[src/rtl/sct_pkg.sv]
// Shared types, constants and character classification for the source tokenizer.
`default_nettype none
package sct_pkg;

    localparam int LINE_BITS_DEF   = 16;
    localparam int COLUMN_BITS_DEF = 16;
    localparam int POS_BITS        = 16;
    localparam int WIDE_BITS       = 32;
    localparam int MAX_PUSH        = 3;
    localparam int QUEUE_DEPTH     = 4;

    localparam logic [7:0] CHAR_NUL   = 8'h00;
    localparam logic [7:0] CHAR_NL    = 8'h0A;
    localparam logic [7:0] CHAR_SP    = 8'h20;
    localparam logic [7:0] CHAR_USCR  = 8'h5F;
    localparam logic [7:0] CHAR_DOT   = 8'h2E;
    localparam logic [7:0] CHAR_EQ    = 8'h3D;
    localparam logic [7:0] CHAR_SLASH = 8'h2F;
    localparam logic [7:0] CHAR_STAR  = 8'h2A;
    localparam logic [7:0] CHAR_LO_A  = 8'h61;
    localparam logic [7:0] CHAR_LO_Z  = 8'h7A;
    localparam logic [7:0] CHAR_UP_A  = 8'h41;
    localparam logic [7:0] CHAR_UP_Z  = 8'h5A;
    localparam logic [7:0] CHAR_DIG_0 = 8'h30;
    localparam logic [7:0] CHAR_DIG_9 = 8'h39;
    localparam logic [7:0] CHAR_LT    = 8'h3C;
    localparam logic [7:0] CHAR_GT    = 8'h3E;
    localparam logic [7:0] CHAR_AMP   = 8'h26;
    localparam logic [7:0] CHAR_PLUS  = 8'h2B;
    localparam logic [7:0] CHAR_MINUS = 8'h2D;
    localparam logic [7:0] CHAR_BANG  = 8'h21;
    localparam logic [7:0] CHAR_CARET = 8'h5E;
    localparam logic [7:0] CHAR_COLON = 8'h3A;
    localparam logic [7:0] CHAR_SEMI  = 8'h3B;
    localparam logic [7:0] CHAR_QUOTE = 8'h22;
    localparam logic [7:0] CHAR_PIPE  = 8'h7C;
    localparam logic [7:0] CHAR_LPAR  = 8'h28;
    localparam logic [7:0] CHAR_RPAR  = 8'h29;
    localparam logic [7:0] CHAR_LBRK  = 8'h5B;
    localparam logic [7:0] CHAR_RBRK  = 8'h5D;
    localparam logic [7:0] CHAR_LBRC  = 8'h7B;
    localparam logic [7:0] CHAR_RBRC  = 8'h7D;

    localparam logic [2:0] CLASS_WORD    = 3'd0;
    localparam logic [2:0] CLASS_OP      = 3'd1;
    localparam logic [2:0] CLASS_COMMENT = 3'd2;
    localparam logic [2:0] CLASS_OTHER   = 3'd3;
    localparam logic [2:0] CLASS_END     = 3'd4;

    typedef enum logic [1:0] {
        KIND_NONE  = 2'd0,
        KIND_WORD  = 2'd1,
        KIND_OP    = 2'd2,
        KIND_OTHER = 2'd3
    } kind_t;

    typedef struct packed {
        logic [7:0] char_in;
        logic       final_char;
    } input_t;

    typedef struct packed {
        logic [7:0]          char_out;
        logic [2:0]          char_class;
        logic                token_start;
        logic [POS_BITS-1:0] line_number;
        logic [POS_BITS-1:0] column_number;
        logic                stream_end;
    } result_t;

    // Up to three results produced by one request, packed in order.
    typedef struct packed {
        logic [1:0]                   count;
        result_t [MAX_PUSH-1:0]       slot;
    } push_t;

    function automatic kind_t char_kind(input logic [7:0] c);
        kind_t k;
        k = KIND_NONE;
        if ((c >= CHAR_LO_A && c <= CHAR_LO_Z) || (c >= CHAR_UP_A && c <= CHAR_UP_Z) ||
            (c >= CHAR_DIG_0 && c <= CHAR_DIG_9) || c == CHAR_USCR || c == CHAR_DOT) begin
            k = KIND_WORD;
        end else if (c == CHAR_LT || c == CHAR_GT || c == CHAR_EQ || c == CHAR_AMP ||
                     c == CHAR_STAR || c == CHAR_PLUS || c == CHAR_MINUS ||
                     c == CHAR_BANG || c == CHAR_CARET || c == CHAR_SLASH) begin
            k = KIND_OP;
        end else if (c == CHAR_COLON || c == CHAR_SEMI || c == CHAR_QUOTE ||
                     c == CHAR_PIPE || c == CHAR_LPAR || c == CHAR_RPAR ||
                     c == CHAR_LBRK || c == CHAR_RBRK || c == CHAR_LBRC ||
                     c == CHAR_RBRC) begin
            k = KIND_OTHER;
        end
        return k;
    endfunction

    // Positions are reported on 16 bits and stick at all ones.
    function automatic logic [POS_BITS-1:0] clamp_pos(input logic [WIDE_BITS-1:0] v);
        logic [POS_BITS-1:0] r;
        r = (|v[WIDE_BITS-1:POS_BITS]) ? {POS_BITS{1'b1}} : v[POS_BITS-1:0];
        return r;
    endfunction

endpackage
`default_nettype wire

[src/rtl/sct_core.sv]
// Input register, lookahead state and per-character classification.
`default_nettype none
module sct_core #(
    parameter int LINE_BITS   = sct_pkg::LINE_BITS_DEF,
    parameter int COLUMN_BITS = sct_pkg::COLUMN_BITS_DEF
) (
    input  wire logic            aclk,
    input  wire logic            aresetn,
    input  wire logic            s_valid,
    output logic                 s_ready,
    input  wire sct_pkg::input_t s_data,
    input  wire logic            room,
    output sct_pkg::push_t       push
);

    localparam logic [LINE_BITS-1:0]   LINE_MAX = {LINE_BITS{1'b1}};
    localparam logic [COLUMN_BITS-1:0] COL_MAX  = {COLUMN_BITS{1'b1}};
    localparam logic [LINE_BITS-1:0]   LINE_ONE = LINE_BITS'(1);

    logic                   in_valid_reg;
    sct_pkg::input_t        in_data_reg;
    logic [7:0]             held_char_reg,   held_char_next;
    logic                   held_valid_reg,  held_valid_next;
    logic [COLUMN_BITS-1:0] held_column_reg, held_column_next;
    logic [COLUMN_BITS-1:0] column_count_reg, column_count_next;
    logic [LINE_BITS-1:0]   row_count_reg,   row_count_next;
    logic                   word_open_reg,   word_open_next;

    logic                   advance;
    logic [7:0]             c;
    logic                   fin;
    logic                   sep;
    logic [7:0]             la;
    sct_pkg::kind_t         hk;
    sct_pkg::kind_t         ck;
    logic                   cons;
    logic                   wo;
    logic [15:0]            line_out;
    logic [15:0]            held_col_out;
    logic [15:0]            cc_out;
    logic [COLUMN_BITS-1:0] cc_new;
    logic [LINE_BITS-1:0]   line_new;
    sct_pkg::result_t       cand [4];
    logic [3:0]             cv;
    logic [2:0]             n;

    assign advance = in_valid_reg && room;
    assign s_ready = !in_valid_reg || advance;

    always_comb begin
        c   = in_data_reg.char_in;
        fin = in_data_reg.final_char;
        sep = (c == sct_pkg::CHAR_NL) || (c == sct_pkg::CHAR_SP);
        la  = sep ? sct_pkg::CHAR_NUL : c;
        hk  = sct_pkg::char_kind(held_char_reg);
        ck  = sct_pkg::char_kind(c);
        line_out     = sct_pkg::clamp_pos(sct_pkg::WIDE_BITS'(row_count_reg));
        held_col_out = sct_pkg::clamp_pos(sct_pkg::WIDE_BITS'(held_column_reg));
        cc_out       = sct_pkg::clamp_pos(sct_pkg::WIDE_BITS'(column_count_reg));

        if (c == sct_pkg::CHAR_NL) begin
            cc_new   = '0;
            line_new = (row_count_reg != LINE_MAX) ? row_count_reg + LINE_ONE
                                                   : row_count_reg;
        end else begin
            cc_new   = (column_count_reg != COL_MAX) ? column_count_reg + COLUMN_BITS'(1)
                                                     : column_count_reg;
            line_new = row_count_reg;
        end

        cv   = '0;
        cons = 1'b0;
        wo   = word_open_reg;

        // Held character, second half of a pair comes from the lookahead
        cand[0] = '{char_out: held_char_reg, char_class: sct_pkg::CLASS_WORD,
                    token_start: 1'b1, line_number: line_out,
                    column_number: held_col_out, stream_end: 1'b0};
        cand[1] = '{char_out: la, char_class: sct_pkg::CLASS_OP, token_start: 1'b0,
                    line_number: line_out, column_number: cc_out, stream_end: 1'b0};
        if (held_valid_reg) begin
            if (hk == sct_pkg::KIND_WORD) begin
                cv[0] = 1'b1;
                cand[0].token_start = !wo;
                wo = 1'b1;
            end else if ((held_char_reg == sct_pkg::CHAR_SLASH &&
                          (la == sct_pkg::CHAR_SLASH || la == sct_pkg::CHAR_STAR)) ||
                         (held_char_reg == sct_pkg::CHAR_STAR &&
                          la == sct_pkg::CHAR_SLASH)) begin
                cv[0] = 1'b1;
                cv[1] = 1'b1;
                cand[0].char_class = sct_pkg::CLASS_COMMENT;
                cand[1].char_class = sct_pkg::CLASS_COMMENT;
                cons = 1'b1;
                wo = 1'b0;
            end else if (hk == sct_pkg::KIND_OP) begin
                cv[0] = 1'b1;
                cand[0].char_class = sct_pkg::CLASS_OP;
                wo = 1'b0;
                if (la == sct_pkg::CHAR_EQ) begin
                    cv[1] = 1'b1;
                    cons = 1'b1;
                end
            end else if (hk == sct_pkg::KIND_OTHER) begin
                cv[0] = 1'b1;
                cand[0].char_class = sct_pkg::CLASS_OTHER;
                wo = 1'b0;
            end
        end

        if (sep) begin
            wo = 1'b0;
        end

        // Final byte is emitted right away with empty lookahead
        cand[2] = '{char_out: c, char_class: sct_pkg::CLASS_WORD, token_start: 1'b1,
                    line_number: line_out, column_number: cc_out, stream_end: 1'b0};
        if (!sep && !cons && fin) begin
            case (ck)
                sct_pkg::KIND_WORD: begin
                    cv[2] = 1'b1;
                    cand[2].token_start = !wo;
                end
                sct_pkg::KIND_OP: begin
                    cv[2] = 1'b1;
                    cand[2].char_class = sct_pkg::CLASS_OP;
                end
                sct_pkg::KIND_OTHER: begin
                    cv[2] = 1'b1;
                    cand[2].char_class = sct_pkg::CLASS_OTHER;
                end
                default: begin
                    cv[2] = 1'b0;
                end
            endcase
        end

        cand[3] = '{char_out: sct_pkg::CHAR_NUL, char_class: sct_pkg::CLASS_END,
                    token_start: 1'b0,
                    line_number: sct_pkg::clamp_pos(sct_pkg::WIDE_BITS'(line_new)),
                    column_number: sct_pkg::clamp_pos(sct_pkg::WIDE_BITS'(cc_new)),
                    stream_end: 1'b1};
        cv[3] = fin;

        push.slot = '0;
        n = '0;
        for (int k = 0; k < 4; k++) begin
            if (cv[k] && n < 3'(sct_pkg::MAX_PUSH)) begin
                push.slot[n[1:0]] = cand[k];
                n = n + 3'd1;
            end
        end
        push.count = advance ? n[1:0] : 2'd0;

        if (fin) begin
            held_char_next    = sct_pkg::CHAR_NUL;
            held_valid_next   = 1'b0;
            held_column_next  = '0;
            column_count_next = '0;
            row_count_next    = LINE_ONE;
            word_open_next    = 1'b0;
        end else begin
            held_char_next    = c;
            held_valid_next   = !sep && !cons;
            held_column_next  = column_count_reg;
            column_count_next = cc_new;
            row_count_next    = line_new;
            word_open_next    = wo;
        end
    end

    always_ff @(posedge aclk) begin
        if (!aresetn) begin
            in_valid_reg     <= 1'b0;
            held_valid_reg   <= 1'b0;
            column_count_reg <= '0;
            row_count_reg    <= LINE_ONE;
            word_open_reg    <= 1'b0;
        end else begin
            if (s_ready) begin
                in_valid_reg <= s_valid;
            end
            if (advance) begin
                held_valid_reg   <= held_valid_next;
                column_count_reg <= column_count_next;
                row_count_reg    <= row_count_next;
                word_open_reg    <= word_open_next;
            end
        end
    end

    always_ff @(posedge aclk) begin
        if (s_valid && s_ready) begin
            in_data_reg <= s_data;
        end
        if (advance) begin
            held_char_reg   <= held_char_next;
            held_column_reg <= held_column_next;
        end
    end

endmodule
`default_nettype wire

[src/rtl/sct_queue.sv]
// Small result queue: takes up to three results a cycle, hands out one.
`default_nettype none
module sct_queue (
    input  wire logic             aclk,
    input  wire logic             aresetn,
    input  wire sct_pkg::push_t   push,
    output logic                  room,
    output logic                  m_valid,
    input  wire logic             m_ready,
    output sct_pkg::result_t      m_data
);

    localparam int PTR_BITS = $clog2(sct_pkg::QUEUE_DEPTH);
    localparam int CNT_BITS = $clog2(sct_pkg::QUEUE_DEPTH + 1);

    sct_pkg::result_t      q_reg [sct_pkg::QUEUE_DEPTH];
    logic [PTR_BITS-1:0]   wr_ptr_reg, wr_ptr_next;
    logic [PTR_BITS-1:0]   rd_ptr_reg, rd_ptr_next;
    logic [CNT_BITS-1:0]   count_reg,  count_next;
    logic                  pop;

    // Room is judged on the registered fill so ready never waits on m_ready.
    assign room    = count_reg <= CNT_BITS'(sct_pkg::QUEUE_DEPTH - sct_pkg::MAX_PUSH);
    assign m_valid = count_reg != '0;
    assign m_data  = q_reg[rd_ptr_reg];
    assign pop     = m_valid && m_ready;

    always_comb begin
        wr_ptr_next = wr_ptr_reg + PTR_BITS'(push.count);
        rd_ptr_next = rd_ptr_reg + PTR_BITS'(pop);
        count_next  = count_reg + CNT_BITS'(push.count) - CNT_BITS'(pop);
    end

    always_ff @(posedge aclk) begin
        if (!aresetn) begin
            wr_ptr_reg <= '0;
            rd_ptr_reg <= '0;
            count_reg  <= '0;
        end else begin
            wr_ptr_reg <= wr_ptr_next;
            rd_ptr_reg <= rd_ptr_next;
            count_reg  <= count_next;
        end
    end

    always_ff @(posedge aclk) begin
        for (int k = 0; k < sct_pkg::MAX_PUSH; k++) begin
            if (2'(k) < push.count) begin
                q_reg[wr_ptr_reg + PTR_BITS'(k)] <= push.slot[k];
            end
        end
    end

endmodule
`default_nettype wire

[src/rtl/source_char_tokenizer.sv]
// Top level of the source character tokenizer.
`default_nettype none
// Takes one source byte per request and returns one result per kept character,
// each with its class, token-start flag, line and column, plus an end marker
// after the byte flagged final. One byte is held back as lookahead, so a
// character other than the final byte comes out when the byte after it
// arrives. A byte is accepted every cycle while the result queue holds at
// most one entry; the four-entry result queue absorbs the two or three
// results of a byte that produces them (a two-character token, or the
// final byte).
module source_char_tokenizer #(
    parameter int LINE_BITS   = sct_pkg::LINE_BITS_DEF,
    parameter int COLUMN_BITS = sct_pkg::COLUMN_BITS_DEF
) (
    input  wire logic             aclk,
    input  wire logic             aresetn,
    input  wire logic             s_valid,
    output logic                  s_ready,
    input  wire sct_pkg::input_t  s_data,
    output logic                  m_valid,
    input  wire logic             m_ready,
    output sct_pkg::result_t      m_data
);

    sct_pkg::push_t push;
    logic           room;

    sct_core #(
        .LINE_BITS   (LINE_BITS),
        .COLUMN_BITS (COLUMN_BITS)
    ) u_core (
        .aclk    (aclk),
        .aresetn (aresetn),
        .s_valid (s_valid),
        .s_ready (s_ready),
        .s_data  (s_data),
        .room    (room),
        .push    (push)
    );

    sct_queue u_queue (
        .aclk    (aclk),
        .aresetn (aresetn),
        .push    (push),
        .room    (room),
        .m_valid (m_valid),
        .m_ready (m_ready),
        .m_data  (m_data)
    );

endmodule
`default_nettype wire
[config.mk]
export PLATFORM = sky130hd
export DESIGN_NAME = source_char_tokenizer
export DESIGN_NICKNAME = d
export VERILOG_FILES = /design/src/rtl/sct_pkg.sv /design/src/rtl/sct_core.sv /design/src/rtl/sct_queue.sv /design/src/rtl/source_char_tokenizer.sv
export SDC_FILE = /design/constraint.sdc
export NUM_CORES = 1
export LEC_CHECK = 0
export BUFFER_PORTS_ARGS = -buffer_cell sky130_fd_sc_hd__buf_2
export CORE_MARGIN = 3
export CORE_UTILIZATION = 52
export DETAILED_ROUTE_END_ITERATION = 10
export MAX_ROUTING_LAYER = met4
export PLACE_DENSITY = 0.79
export SYNTH_ARGS = -nofsm -noshare
export SYNTH_HDL_FRONTEND = slang
export SYNTH_HIERARCHICAL = 1
export SYNTH_SLANG_ARGS = --single-unit
export TNS_END_PERCENT = 10
[constraint.sdc]
create_clock -name aclk -period 11.4 [get_ports aclk]
set_input_delay 3.42 -clock aclk [delete_from_list [all_inputs] [get_ports aclk]]
set_output_delay 3.42 -clock aclk [all_outputs]
set_load 0.02 [all_outputs]
==> results of run 1 <==
through the flow:
step                      hold WS, ns  total power, mW  cell area [um2]
after CTS                       0.528             2.72            17800
after floorplan                 0.477             1.65            16900
after detailed placement        0.515             1.84            16900
after global placement          0.502             1.83            16900
after global routing            0.563             2.82            17800
final                           0.532             2.71            17800
worst max-delay path by stage:
stage	from	end	cells after the start
4_1_cts	u_core/held_char_reg[0]	u_queue/q_reg[0][14]	18
2_1_floorplan	u_core/held_char_reg[0]	u_queue/q_reg[2][0]	20
6_report	u_core/held_char_reg[1]	u_queue/q_reg[2][14]	18
5_1_grt	u_core/held_char_reg[1]	u_queue/q_reg[0][24]	18
3_5_place_dp	u_core/held_char_reg[1]	u_queue/q_reg[0][14]	18
3_3_place_gp	u_core/held_char_reg[1]	u_queue/q_reg[0][4]	18
cell usage after synthesis, drive strengths merged, types with 5 or more instances:
cell type / n
nor2: 258
nand2: 432
nand3b: 5
o211ai: 5
nand2b: 6
a21oi: 53
clkbuf: 74
a221o: 11
nand3: 28
mux2i: 6
a211oi: 5
edfxtp: 213
nor4b: 7
nor2b: 28
o21a: 5
o22ai: 16
nand4: 8
ha: 10
o21ai: 46
nor3: 23
o2bb2ai: 13
xnor2: 14
a31oi: 207
o31ai: 7
nor4: 11
and3: 13
a2bb2oi: 10
dfxtp: 42
buf: 103
and2: 31
mux4: 45
or3: 11
a21o: 8
inv: 27
a22o: 20
logic make-up (layout without fill, tap and decap cells):
| logic type | after synthesis | count (layout) |
|---|---|---|
| compound gates | 444 | 444 |
| xor+xnor | 18 | 18 |
| fa+ha+maj | 14 | 14 |
| buf+inv | 205 | 165 |
| flops | 255 | 255 |
| mux | 53 | 53 |
| other cells | 1 | 3 |
| simple gates | 893 | 893 |
worst max-delay path: cells and delay by family, from the launching register on:
family          cells  cell delay [ns]
compound gates      7             2.73
fa+ha+maj           2             0.59
buf+inv             3             0.80
flops               1             0.57
simple gates        6             1.71
final cells by class:
cell class	count	share of cell area
multi-input cells	1425	0.481
repair buffers	86	0.0280
inverters	28	0.00591
well taps	402	0.0283
clock inverters	15	0.00732
clock buffers	36	0.0423
flip-flops and latches	255	0.408
layer usage:
layer / routed length, um / track usage / up-vias / share of wire
li1: - / - / 6752 / -
met1: 18800 / 0.373 / 7170 / 0.38
met2: 22600 / 0.455 / 1108 / 0.46
met3: 6000 / 0.0553 / 190 / 0.12
met4: 1990 / 0.122 / 0 / 0.040
met5: 0 / - / - / 0
power groups by stage:
stage / registers [mW] / logic, mW / clock network (mW)
6_report: 1.19 / 0.640 / 0.885
5_1_grt: 1.20 / 0.678 / 0.938
4_1_cts: 1.19 / 0.634 / 0.893
3_5_place_dp: 1.21 / 0.631 / 0
3_3_place_gp: 1.20 / 0.622 / 0
2_1_floorplan: 1.13 / 0.515 / 0
==> results.sh, run 1 <==
export IMPL_syn_inst=1883
export IMPL_hold_class="register to register"
export IMPL_ys_ff_latch=255
export IMPL_clk_latency_ns=0.56
export IMPL_vias=15220
export IMPL_hold_path_endpoint="u_core/word_open_reg"
export IMPL_final_core_util=0.560
export IMPL_slew_limit_headroom=0.108
export IMPL_holdPathStages=2
export IMPL_hold_start="u_core/word_open_reg"
export IMPL_finalSetupViolations=0
export IMPL_path_cells="or4_4 -> o211ai_2 -> o311ai_4 -> o41ai_4 -> inv_1 -> ha_1 -> nand2_1 -> and2_1 -> nand4_1 -> o21ai_0 -> ha_1 -> nand2_1 -> clkinv_1 -> buf_4 -> a21o_1 -> o21ai_0 -> nand2_1 -> a31oi_1"
export IMPL_synthXorXnorAreaFrac=0.00936
export IMPL_critPathMaxStageDelay_ns=0.84
export IMPL_cts_setup_buffers=0
export IMPL_p_clk_frac=0.326
export IMPL_slew_viol_final=0
export IMPL_synth_simple_gate_area_share=0.240
export IMPL_drc_errors=0
export IMPL_async_reset_ff_frac=0
export IMPL_io_pins=60
export IMPL_timing_final_ws_setup_ns=4.70
export IMPL_antennaDiodeCount=0
export IMPL_cp_end_kind="register"
export IMPL_skew_ns=0.0146
export IMPL_yosysWarnings=6
export IMPL_dr_pass1_iters=10
export IMPL_multi_input_area_um2=8540
export IMPL_hold_viol_final=0
export IMPL_root_buffer="clkbuf_16"
export IMPL_p_per_area_nw_per_um2=153
export IMPL_synth_top_area_share=0.380
export IMPL_yosysTopAreaCell="edfxtp_1"
export IMPL_swShare=0.318
export IMPL_synth_main_ff_cell="edfxtp_1"
export IMPL_htree_levels=1
export IMPL_dieArea_um2=34600
export IMPL_outcome="finished clean"
export IMPL_tns_ns=0
export IMPL_rr_startpoint="u_core/held_char_reg[1]"
export IMPL_grt_usage=0.290
export IMPL_grt_pass1_wl_mm=77.3
export IMPL_die_width_um=186
export IMPL_portBuffers=59
export IMPL_post_route_period_util=0.588
export IMPL_rsz0062_at_grt="no"
export IMPL_seq_area_um2=7240
export IMPL_crit_path_start_kind="register"
export IMPL_ir_drop_v=0.000132
export IMPL_place_ws_ns=4.93
export IMPL_initial_core_util=0.531
export IMPL_crit_fanout=32
export IMPL_pwr_share_comb=0.236
export IMPL_max_freq_mhz=149
export IMPL_placed_cells=2196
export IMPL_nets=1849
export IMPL_grt_max_degree=91
export IMPL_sequentialPowerShare=0.438
export IMPL_required_ns=11.63
export IMPL_overflow=0
export IMPL_grt_pass1_vias=14338
export IMPL_worstSetupPathType="register to register"
export IMPL_holdBufCountCts=0
export IMPL_dp_final_hpwl_mm=28.7
export IMPL_cts_tree="built"
export IMPL_power_leakage_nw=6.28
export IMPL_numCtsBuffers=28
export IMPL_layout_min_cycle_time_ns=6.70
export IMPL_final_common_cell="nand2_1"
export IMPL_routed_wl_mm=49.4
export IMPL_fillers=2744
export IMPL_drive_gt1_frac=0.113
export IMPL_area_growth_pct=5.45
export IMPL_synth_mux_area_fraction=0.0650
export IMPL_cts_resized=0
export IMPL_crit_top_cell="nand2_1"
export IMPL_place_congestion=0.925
export IMPL_largest_reg_flops=180
export IMPL_synth_top_family_by_area="simple AND/OR/NAND/NOR gates"
export IMPL_drt_iter0_markers=2056
export IMPL_r2r_setup_slack_ns=4.70
export IMPL_core_area_um2=31700
export IMPL_seq_area_frac_synth=0.429
export IMPL_antenna_left=0
export IMPL_fin_cells=2247
export IMPL_detail_route_wl_per_cell_um=22.0
export IMPL_synth_edf_count=213
export IMPL_cts_sink_count=255
export IMPL_synth_top_cells_by_area="edfxtp_1, nand2_1, a31oi_1, mux4_2, nor2_1"
export IMPL_r2r_end="u_queue/q_reg[2][14]"
export IMPL_worst_pin_slew_ns=1.33
export IMPL_clk_pin_slew_worst_paths_ns=0.06
export IMPL_reg2reg_depth=18
export IMPL_cap_viol_max_count=0
export IMPL_ctsLongestPathBuffers=3
export IMPL_yosys_area_share_adder=0.0110
export IMPL_cp_arrival_ns=6.93
export IMPL_syn_area_um2=16900
export IMPL_p_int_mw=1.85
export IMPL_antenna_found_initial=0
export IMPL_ys_types=95
export IMPL_vias_per_cell=6.77
export IMPL_power_switching_mw=0.864
export IMPL_die_y_um=186
export IMPL_layout_common_cells="nand2_1, nor2_1, edfxtp_1"
export IMPL_synth_compound_area_frac=0.177
export IMPL_avgSynthCellArea_um2=8.95
export IMPL_placementRows=65
export IMPL_slowest_stage="a21o_1"
Note: power is estimated with default switching activity, not from simulation.
==> run 2: changes to the inputs <==
==> constraint.sdc (replaced) <==
create_clock -name aclk -period 6.7 [get_ports aclk]
set_input_delay 2.01 -clock aclk [delete_from_list [all_inputs] [get_ports aclk]]
set_output_delay 2.01 -clock aclk [all_outputs]
set_load 0.02 [all_outputs]
==> run 2 against run 1 <==
Effect of this change: clock power increased by 76%; register-to-register slack got worse by 4.0 ns; fmax increased by 12%; worst hold slack improved by 0.0029 ns; final cell count increased by 0.76%; first-iteration DRC count decreased by 3.3%; combinational power increased by 75%; setup slack got worse by 4.0 ns; clock-buffer cell count increased by 5; largest cell class unchanged.
==> results.sh, run 2 (synthesis gave the netlist of run 1 again) <==
export IMPL_skew_ns=0.0258
export IMPL_seq_area_um2=7240
export IMPL_crit_path_start_kind="register"
export IMPL_grt_max_degree=91
export IMPL_cap_viol_max_count=0
export IMPL_holdWs_ns=0.534
export IMPL_critPathMaxStageDelay_ns=0.92
export IMPL_numCtsBuffers=29
export IMPL_overflow=0
export IMPL_dieArea_um2=34600
export IMPL_area_growth_pct=6.68
export IMPL_post_route_period_util=0.893
export IMPL_ctsLongestPathBuffers=3
export IMPL_holdPathStages=2
export IMPL_detail_route_wl_per_cell_um=22.5
export IMPL_die_width_um=186
export IMPL_reg2reg_depth=20
export IMPL_crit_fanout=19
export IMPL_portBuffers=59
export IMPL_antenna_left=0
export IMPL_cts_setup_buffers=0
export IMPL_outcome="finished clean"
export IMPL_vias=15293
export IMPL_placementRows=65
export IMPL_clk_pin_slew_worst_paths_ns=0.06
export IMPL_ir_drop_v=0.000273
export IMPL_dp_final_hpwl_mm=29.5
export IMPL_path_cells="or4_4 -> o211ai_2 -> o311ai_4 -> o41ai_4 -> buf_4 -> inv_1 -> ha_1 -> nand2_1 -> and2_1 -> nand4_1 -> o21ai_0 -> inv_1 -> ha_1 -> nand2_1 -> buf_4 -> nand3b_1 -> or4_1 -> a31oi_1 -> nor2_1 -> a31oi_1"
export IMPL_total_power_mw=4.69
export IMPL_htree_levels=1
export IMPL_hold_class="register to register"
export IMPL_p_per_area_nw_per_um2=261
export IMPL_routed_wl_mm=50.9
export IMPL_grt_pass1_vias=14731
export IMPL_hold_viol_final=0
export IMPL_rr_startpoint="u_core/held_char_reg[1]"
export IMPL_cp_end_kind="register"
export IMPL_grt_pass1_wl_mm=79.1
export IMPL_required_ns=7.09
export IMPL_cp_endpoint="u_queue/q_reg[3][4]"
export IMPL_multi_input_area_um2=8540
export IMPL_place_congestion=0.898
export IMPL_cts_sink_count=255
export IMPL_cts_resized=0
export IMPL_r2r_end="u_queue/q_reg[3][4]"
export IMPL_rsz0062_at_grt="no"
export IMPL_grt_usage=0.299
export IMPL_max_freq_mhz=167
export IMPL_cts_tree="built"
export IMPL_root_buffer="clkbuf_16"
export IMPL_worst_pin_slew_ns=1.09
export IMPL_worstSetupPathType="register to register"
export IMPL_tns_ns=0
export IMPL_drive_gt1_frac=0.123
export IMPL_drt_iter0_markers=1989
export IMPL_dr_pass1_iters=6
export IMPL_fin_cells=2264
export IMPL_die_y_um=186
export IMPL_slew_limit_headroom=0.272
export IMPL_nets=1864
export IMPL_critical_path_buf_inv_count=4
export IMPL_layout_min_cycle_time_ns=5.98
export IMPL_antenna_found_initial=1
export IMPL_slew_viol_final=0
export IMPL_slowest_stage="or4_1"
export IMPL_io_pins=60
export IMPL_final_common_cell="nand2_1"
export IMPL_layout_common_cells="nand2_1, nor2_1, edfxtp_1"
export IMPL_power_leakage_nw=6.38
export IMPL_path_depth=20
export IMPL_drc_errors=0
export IMPL_cp_arrival_ns=6.37
export IMPL_r2r_setup_slack_ns=0.72
export IMPL_core_area_um2=31700
export IMPL_largest_reg_flops=180
export IMPL_critical_path_startpoint="u_core/held_char_reg[1]"
export IMPL_vias_per_cell=6.75
export IMPL_path_delay_family="simple AND/OR/NAND/NOR gates"
export IMPL_finalSetupViolations=0
export IMPL_clk_latency_ns=0.56
export IMPL_fillers=2661
export IMPL_initial_core_util=0.531
export IMPL_holdBufCountCts=0
export IMPL_placed_cells=2210
## run 2: worst min-delay path: stages, from the launching register on
cell and delay, ns:
dfxtp_1 0.31, nand2b_1 0.11, a21oi_1 0.07
## run 2: layer usage
metal / global-route usage / part of all wire / vias up
li1: - / - / 6783
met1: 0.378 / 0.37 / 7166
met2: 0.472 / 0.46 / 1131
met3: 0.0561 / 0.13 / 213
met4: 0.136 / 0.042 / 0
met5: - / 0 / -
## run 2: worst min path at each step
stage                         startpoint                    to  slack (ns)
finish               u_core/in_valid_reg   u_core/in_valid_reg        0.53
floorplan           u_core/word_open_reg  u_core/word_open_reg        0.48
CTS                  u_core/in_valid_reg   u_core/in_valid_reg        0.53
detailed placement   u_core/in_valid_reg   u_core/in_valid_reg        0.52
global placement     u_core/in_valid_reg   u_core/in_valid_reg        0.51
global route         u_core/in_valid_reg   u_core/in_valid_reg        0.57
## run 2: cell type report
type | instances | area share
Multi-Input combinational cell | 1425 | 0.475
Clock inverter | 12 | 0.00647
Tap cell | 402 | 0.0280
Clock buffer | 41 | 0.0451
Inverter | 28 | 0.00585
Timing Repair Buffer | 100 | 0.0363
Sequential cell | 255 | 0.403
Antenna cell | 1 | 0.000139
## run 2: metrics by stage
step / utilization / worst slack [ns] / area (um2)
5_1_grt: 0.567 / 0.348 / 18000
4_1_cts: 0.567 / 0.859 / 18000
6_report: 0.567 / 0.720 / 18000
2_1_floorplan: - / -1.37 / 16900
3_3_place_gp: 0.537 / 0.923 / 17000
3_5_place_dp: 0.537 / 0.885 / 17000
## run 2: power breakdown
group          leakage, nW  switching [mW]  total, mW  internal [mW]
logic                 3.64           0.688       1.12          0.434
clock network        0.451           0.646       1.56          0.914
registers             2.29           0.154       2.01           1.86
